`config.mk`:
```
export PLATFORM = sky130hd
export DESIGN_NAME = lkvc_tags
export DESIGN_NICKNAME = d
export VERILOG_FILES = /design/src/hdl/lkvc_pkg.sv /design/src/hdl/lkvc_tags.sv
export SDC_FILE = /design/constraint.sdc
export NUM_CORES = 1
export LEC_CHECK = 0
export ABC_AREA = 1
export BUFFER_PORTS_ARGS = -buffer_cell sky130_fd_sc_hd__clkbuf_2
export CORE_MARGIN = 1
export CORE_UTILIZATION = 40
export DETAILED_ROUTE_END_ITERATION = 10
export PLACE_DENSITY = 0.55
export SLEW_MARGIN = 20
export SYNTH_ARGS = -nofsm -noshare
export SYNTH_HDL_FRONTEND = slang
export SYNTH_SLANG_ARGS = --single-unit
```
`constraint.sdc`:
```
create_clock -name clk -period 5.2 [get_ports clk]
set_input_delay 0 -clock clk [delete_from_list [all_inputs] [get_ports clk]]
set_output_delay 0 -clock clk [all_outputs]
set_load 0.02 [all_outputs]
```
`src/hdl/lkvc_pkg.sv`:
```
// shared types, constants and codes for the lru keyed vector cache
package lkvc_pkg;

	localparam int ENTRIES   = 16;
	localparam int MAX_WORDS = 16;
	localparam int KEY_BITS  = 32;
	localparam int DATA_W    = 64;
	localparam int CFG_W     = 5;

	localparam int SLOT_W = $clog2(ENTRIES);
	localparam int RANK_W = SLOT_W;
	localparam int CNT_W  = $clog2(ENTRIES + 1);
	localparam int POS_W  = (MAX_WORDS > 1) ? $clog2(MAX_WORDS) : 1;
	localparam int WCNT_W = $clog2(MAX_WORDS + 1);
	localparam int ADDR_W = $clog2(ENTRIES * MAX_WORDS);

	typedef enum logic [1:0] {
		CMD_PUT   = 2'd0,
		CMD_GET   = 2'd1,
		CMD_PROBE = 2'd2
	} cmd_t;

	typedef enum logic {
		REG_MAX_ENTRIES = 1'b0,
		REG_VALUE_WORDS = 1'b1
	} reg_idx_t;

	// update request from the command stage to the tag array
	typedef struct packed {
		logic touch;
		logic alloc;
	} tag_upd_t;

	// lookup answer from the tag array
	typedef struct packed {
		logic              hit;
		logic [SLOT_W-1:0] slot;
	} tag_res_t;

endpackage

```
`src/hdl/lkvc_tags.sv`:
```
// key tags, valid bits, recency ranks and entry count
module lkvc_tags
	import lkvc_pkg::*;
(
	input  logic                clk,
	input  logic                arst_n,
	input  logic [KEY_BITS-1:0] key,
	input  logic [CNT_W-1:0]    limit,
	input  tag_upd_t            upd,
	output tag_res_t            res,
	output logic [CNT_W-1:0]    count
);

	logic [KEY_BITS-1:0] key_q   [ENTRIES];
	logic [RANK_W-1:0]   rank_q  [ENTRIES];
	logic [ENTRIES-1:0]  valid_q;
	logic [CNT_W-1:0]    count_q;

	logic [ENTRIES-1:0] match;
	logic [SLOT_W-1:0]  hit_slot;
	logic [SLOT_W-1:0]  free_slot;
	logic [SLOT_W-1:0]  victim_slot;
	logic [SLOT_W-1:0]  upd_slot;
	logic [RANK_W-1:0]  old_rank;
	logic [RANK_W-1:0]  oldest;
	logic               free_ok;
	logic               age_all;

	assign oldest  = RANK_W'(count_q - CNT_W'(1));
	assign free_ok = count_q < limit;

	always_comb begin
		hit_slot    = '0;
		free_slot   = '0;
		victim_slot = '0;
		for (int i = ENTRIES - 1; i >= 0; i--) begin
			match[i] = valid_q[i] && (key_q[i] == key);
			if (match[i]) hit_slot = SLOT_W'(i);
			if (!valid_q[i]) free_slot = SLOT_W'(i);
			if (valid_q[i] && rank_q[i] == oldest) victim_slot = SLOT_W'(i);
		end
	end

	assign res.hit  = |match;
	assign res.slot = res.hit ? hit_slot : (free_ok ? free_slot : victim_slot);
	assign upd_slot = res.slot;
	assign old_rank = rank_q[upd_slot];
	// a fresh slot ages every other entry
	assign age_all  = upd.alloc && free_ok;

	always_ff @(posedge clk or negedge arst_n) begin
		if (!arst_n) begin
			valid_q <= '0;
			count_q <= '0;
			for (int i = 0; i < ENTRIES; i++) rank_q[i] <= '0;
		end else if (upd.touch || upd.alloc) begin
			for (int i = 0; i < ENTRIES; i++) begin
				if (SLOT_W'(i) == upd_slot) begin
					rank_q[i] <= '0;
				end else if (valid_q[i] && (age_all || rank_q[i] < old_rank)) begin
					rank_q[i] <= rank_q[i] + RANK_W'(1);
				end
			end
			if (age_all) begin
				valid_q[upd_slot] <= 1'b1;
				count_q           <= count_q + CNT_W'(1);
			end
		end
	end

	always_ff @(posedge clk) begin
		if (upd.alloc) begin
			key_q[upd_slot] <= key;
		end
	end

	assign count = count_q;

endmodule

```
==> results of run 1 <==
-- stage by stage --
step | instances | setup TNS, ns | hold WS, ns | total power [mW]
floorplan | 2989 | 0 | -0.296 | 16.6
global placement | 4142 | -14.83 | 0.0421 | 21.0
detailed placement | 4142 | -16.31 | 0.0509 | 21.4
CTS | 4302 | 0 | 0.0383 | 26.2
global route | 4328 | -2.16 | 0.0432 | 29.8
finish | 4328 | 0 | 0.0443 | 27.7
-- layer usage --
metal,global-route usage [%],share of wire [%],vias to the layer above
met2,46.8,48,1086
met3,3.77,6.8,234
li1,-,-,11000
met5,0,0.012,-
met1,37.3,42,12100
met4,9.13,3.7,2
-- cells in the final DEF (no fill, tap or decap), types with 37 or more instances in the layout --
master,synthesis,routed
a21oi_1,46,46
buf_4,23,218
clkbuf_16,0,72
clkbuf_2,0,48
dfrtp_1,85,83
edfxtp_1,512,512
ha_1,70,67
inv_1,292,281
nand2_1,728,703
nand2_2,17,37
nand3_1,161,155
nand4_1,69,69
nor2_1,180,156
o21ai_0,131,123
o21ai_1,34,39
o22ai_1,96,89
xnor2_1,141,141
xor2_1,60,60
-- flip-flops by register name (all words and copies together), names as in the netlist --
| register | flops |
|---|---|
| rank_q | 64 |
| valid_q | 16 |
| count | 5 |
| key_q | 512 |
-- repair_timing --
item,4_1_cts,5_1_grt
setup endpoints to repair,53,64
resized for setup,8,114
hold buffers,37,0
pin swaps,1,42
endpoints found under the hold margin,369,0
buffers inserted,0,26
-- worst min-delay path: stages --
cell      delay [ns]
clkbuf_2        0.12
nor2_1          0.16
nor2_1          0.24
a31oi_1         0.11
-- path summary, 6_finish.rpt --
kind | cells past startpoint | to | slack, ns
min reg2reg | 1 | count[4] | 0.52
max | 43 | rank_q[8] | 0.13
min | 4 | rank_q[24] | 0.04
max in group asynchronous | 4 | valid_q[15] | 4.14
max reg2reg | 36 | rank_q[8] | 0.20
min in group asynchronous | 4 | rank_q[50] | 0.46
-- logic make-up after synthesis --
family | synth area share (%)
and+or+nand+nor | 17.9
xor gates and xnor gates | 5.92
AOI/OAI and AO/OA | 9.07
DFF | 58.0
buffers and inverters | 6.21
adders and majority gates | 2.90
-- power groups by stage --
stage          combinational [mW]  clock [mW]  sequential (mW)
2_1_floorplan                9.46           0             7.13
3_3_place_gp                 13.7           0             7.32
3_5_place_dp                 14.1           0             7.33
4_1_cts                      14.2        4.79             7.25
5_1_grt                      17.5        4.95             7.38
6_report                     15.7        4.72             7.29
-- layout make-up --
cell class	instances	area [um^2]	share of cell area, %
multi-input cells	1965	11300	30.9
well taps	969	1210	3.32
inverters	324	1250	3.42
repair buffers	350	3100	8.50
flip-flops and latches	597	17500	47.9
clock inverters	29	259	0.709
clock buffers	94	1890	5.19
==> key figures, run 1 <==
Clocking
  • Clk sinks: 597
  • Cts bufs inserted: 70
  • Root Buffer Master: clkbuf_16
  • TritonCTS clock tree: done
  • Clock slew seen by the registers of the worst setup and hold paths: 0.06 ns
  • Clock latency on the worst-skew pair: 0.63 ns
  • CTS H-Tree Depth: 3
  • Maximum root-to-sink buffer count: 3

STA
  • Final WS setup: 0.134 ns
  • Max-slew violations: 0
  • Post-layout minimum cycle time: 5.07 ns
  • RSZ-0062 raised after global routing: true
  • Final Hold Vio Count: 0
  • Fin crit share: 97.4%
  • Rel. slew slack: 28.6%
  • Endpoints failing setup: 0
  • F_max: 197 MHz
  • Skew final: 0.0404 ns
  • Worst-Margin Slew: 1.07 ns

Place
  • Routability cong.: 0.947
  • Pre-CTS setup slack: -0.388 ns
  • Placed instance area: 0.0333 mm^2
  • Port Buffers: 50
  • HPWL reported at the end of detailed placement: 75900 um

Global route
  • Vias in the first global route: 23300
  • Antenna violations before repair: 3
  • Largest net degree at the start of global routing: 63
  • First-pass GRT wire length: 157000 um
  • Total track usage: 27.9%
  • GR Overflow Total: 0

Hold path
  • Hold crit path type: in -> reg
  • Hold path startpoint: upd[0]

Critical path
  • CP peak stage delay: 0.53 ns
  • CP Data Arrival Time: 5.55 ns
  • Worst Path Required: 5.69 ns
  • Crit Path Category: in -> reg
  • Worst-path fanout max: 17
  • Worst Path Buf+Inv: 8
  • CP top delay family: simple AND/OR/NAND/NOR gates
  • Worst Setup SP: key[13]
  • Slowest CP cell: dlygate4sd3_1
  • Endpoint class of the critical path: register
  • Crit-path most repeated cell: nand2_1
  • CP Launch Type: input port
  • Worst reg2reg path startpoint: key_q[8][28]

Synth
  • #FFs+latches synth: 597
  • Main synth FF type: edfxtp_1
  • Post-Syn Area per Cell: 10.1 um^2
  • Synthesized cell area: 0.0302 mm^2
  • Synth area leaders: edfxtp_1, nand2_1, dfrtp_1
  • Synth Net Count: 3100
  • Number of synthesized flops with an enable pin: 512
  • Yosys cell types: 53
  • Synth Instances: 2989
  • Part of the Yosys area used for sequential elements: 58.0%
  • Yosys top cell area share: 50.9%
  • Top cell type by total area after synthesis: edfxtp_1
  • Total number of yosys warnings: 0
  • Top-count cell post-synth: nand2_1
  • Async SR Flop Fraction: 14.2%
  • Top cells by instance count after synthesis: nand2_1, edfxtp_1, inv_1

Floorplanning
  • Core Region: 0.0746 mm^2
  • I/O pin cnt: 51
  • Die span in x: 277 um
  • Starting Density: 40.5%
  • Die extent in y: 277 um
  • Row count: 100
  • Die area: 0.0766 mm^2

Route
  • Iter 0 DRT Violations: 2804
  • Vias/cell: 5.63
  • Detailed Routing Iterations Pass 1: 8
  • Vias: 24400
  • DRC Markers: 0
  • Antenna-violating nets left: 0
  • Drt wl/cell: 25.0 um
  • Final WL: 108000 um

Power
  • Int Pwr: 15.3 mW
  • Clock share of power: 17.0%
  • Peak supply drop: 0.000627 V
  • Leakage dissipation: 14.9 nW
  • Switching share of total power: 44.9%
  • Comb power frac: 56.7%
  • Sequential share of power: 26.3%
  • Pwr/cell area: 760 mW/mm^2
  • NetSw: 12.5 mW

Finish
  • Ant. Diodes: 0
  • Layout area overhead: 21.0%
  • Utilization after layout: 49.0%
  • Design area: 0.0365 mm^2
  • Total Nets Final: 3419
  • Number of fillers in the final layout: 6795
  • Layout cells sized above 1: 17.2%

Outcome
  • Status: completed

Run
  • Max-Cap Viols: 0
Note: power is estimated with default switching activity, not from simulation.
==> inputs of run 2 (changes only) <==
CELL_PAD_IN_SITES_DETAIL_PLACEMENT = 0   (was not set)
CELL_PAD_IN_SITES_GLOBAL_PLACEMENT = 2   (was not set)
CORE_UTILIZATION = 38   (was 40)
HOLD_SLACK_MARGIN = 0.12   (was not set)
PLACE_DENSITY = 0.74   (was 0.55)
==> run 2 against run 1 <==
Against the previous run: global-route usage decreased by 0.14 points; setup slack improved by 0.023 ns; clock power increased by 4.4%; non-clock buffer count increased by 51; via count decreased by 0.33%; combinational power about the same; sequential share of layout area decreased by 0.89 points; first-iteration DRC count decreased by 16%; hold slack improved by 0.13 ns; die area increased by 5.2%; critical path depth decreased by 4; utilization decreased by 1.2 points.
==> key figures, run 2 (same netlist as run 1, synthesis figures left out) <==
Floorplanning
  • Die span in x: 284 um
  • Die area: 0.0806 mm^2
  • I/O pin cnt: 51
  • Starting Density: 38.7%
  • Row count: 102
  • Die extent in y: 284 um
  • Core Region: 0.0780 mm^2

Route
  • Detailed Routing Iterations Pass 1: 5
  • DRC Markers: 0
  • Antenna-violating nets left: 0
  • Iter 0 DRT Violations: 2365
  • Vias: 24300
  • Vias/cell: 5.45
  • Final WL: 114000 um
  • Drt wl/cell: 25.5 um

Critical path
  • Slowest CP cell: dfrtp_1
  • CP peak stage delay: 0.38 ns
  • CP Launch Type: register
  • Crit Path Category: reg -> reg
  • Endpoint class of the critical path: register
  • Worst-path fanout max: 7
  • Worst Path Required: 5.70 ns
  • Crit-path most repeated cell: nand2_1
  • CP Data Arrival Time: 5.54 ns

Clocking
  • Cts bufs inserted: 71
  • Maximum root-to-sink buffer count: 3
  • Clock slew seen by the registers of the worst setup and hold paths: 0.06 ns
  • TritonCTS clock tree: done
  • Root Buffer Master: clkbuf_16
  • CTS H-Tree Depth: 3
  • Clk sinks: 597
  • Clock latency on the worst-skew pair: 0.63 ns

STA
  • Final Hold Vio Count: 0
  • Endpoints failing setup: 0
  • F_max: 198 MHz
  • RSZ-0062 raised after global routing: true
  • Rel. slew slack: 41.1%
  • Max-slew violations: 0
  • Fin crit share: 97.0%
  • Skew final: 0.0383 ns
  • Post-layout minimum cycle time: 5.04 ns
  • Worst-Margin Slew: 0.884 ns

Finish
  • Regs by FF count: key_q x512, rank_q x64, valid_q x16
  • Layout area overhead: 23.3%
  • Most flop-heavy register: key_q
  • Finished Layout Cells: 4452
  • Area occupied by multi-input gates: 0.0112 mm^2
  • Commonest non-fill, non-tap cells in the layout: nand2_1, edfxtp_1, inv_1
  • Commonest non-fill, non-tap cell in the layout: nand2_1
  • Flip-flop and latch area: 0.0175 mm^2
  • Number of flip-flops in the largest register: 512
  • Utilization after layout: 47.7%
  • Total Nets Final: 3471
  • Number of fillers in the final layout: 7272
  • Layout cells sized above 1: 18.6%

Global route
  • Antenna violations before repair: 3
  • Largest net degree at the start of global routing: 63
  • First-pass GRT wire length: 163000 um
  • Vias in the first global route: 23100
  • Total track usage: 27.8%
  • GR Overflow Total: 0

Run
  • Max-Cap Viols: 0

Outcome
  • Status: completed

Power
  • Pwr/cell area: 752 mW/mm^2
  • Leakage dissipation: 15.2 nW
  • Peak supply drop: 0.000567 V

Place
  • Dpl cells: 4268
  • Routability cong.: 0.929
  • HPWL reported at the end of detailed placement: 80600 um
  • Port Buffers: 50

Hold path
  • Hold crit path type: in -> reg
-- run 2: through the flow --
stage	instance area [um^2]	worst slack, ns	total power [mW]	hold WS (ns)	setup TNS, ns
floorplan	30200	0.0171	16.6	-0.296	0
global placement	34000	-0.258	21.4	-0.0116	-8.39
detailed placement	34000	-0.197	21.6	-0.0134	-6.45
CTS	36600	-0.00276	26.6	0.152	-0.00276
global route	37200	-0.197	30.2	0.167	-7.51
finish	37200	0.157	28.0	0.171	0
-- run 2: path summary, 6_finish.rpt --
kind / cells after the start / from / slack [ns] / to
worst max-delay path: 39 / count[1] / 0.16 / rank_q[7]
worst min-delay path: 3 / key[5] / 0.17 / key_q[14][5]
worst max register to register: 39 / count[1] / 0.16 / rank_q[7]
worst min register to register: 1 / count[4] / 0.52 / count[4]
max in group asynchronous: 4 / arst_n / 3.95 / count[0]
min in group asynchronous: 4 / arst_n / 0.44 / rank_q[53]
-- run 2: critical path, delay by kind of cell (launching register included) --
family	cells	cell delay (ns)
and+or+nand+nor	20	2.06
buffers and inverters	12	1.41
AOI/OAI and AO/OA	5	0.62
adders and majority gates	2	0.45
DFF	1	0.38
-- run 2: layout make-up --
type,count,area share (%)
clock inverters,34,1.02
repair buffers,401,9.81
diodes,1,0.00672
clock buffers,90,5.10
well taps,1040,3.50
inverters,324,3.33
multi-input cells,1965,30.2
flip-flops and latches,597,47.0
-- run 2: layer usage --
layer | track usage [%] | part of all wire, % | wire length (um) | up-vias
met4 | 9.11 | 3.4 | 3910 | 0
li1 | - | - | - | 11100
met1 | 37.6 | 43 | 48600 | 12100
met3 | 4.20 | 6.6 | 7440 | 179
met2 | 45.5 | 47 | 53600 | 897
met5 | 0 | 0 | 0 | -
-- run 2: where the power goes --
| part | switching, mW | leakage [nW] | internal [mW] |
|---|---|---|---|
| sequential | 0.754 | 5.55 | 6.51 |
| clock | 2.08 | 1.10 | 2.85 |
| combinational | 9.67 | 8.57 | 6.13 |
-- run 2: what timing repair did --
item                                    CTS  global route
endpoints found under the setup margin   58            64
cloned                                    0             2
hold buffers                             37             0
gates resized for setup                   6           106
pin swaps                                 0            51
buffers inserted                          0            21
hold endpoints to repair                508             0
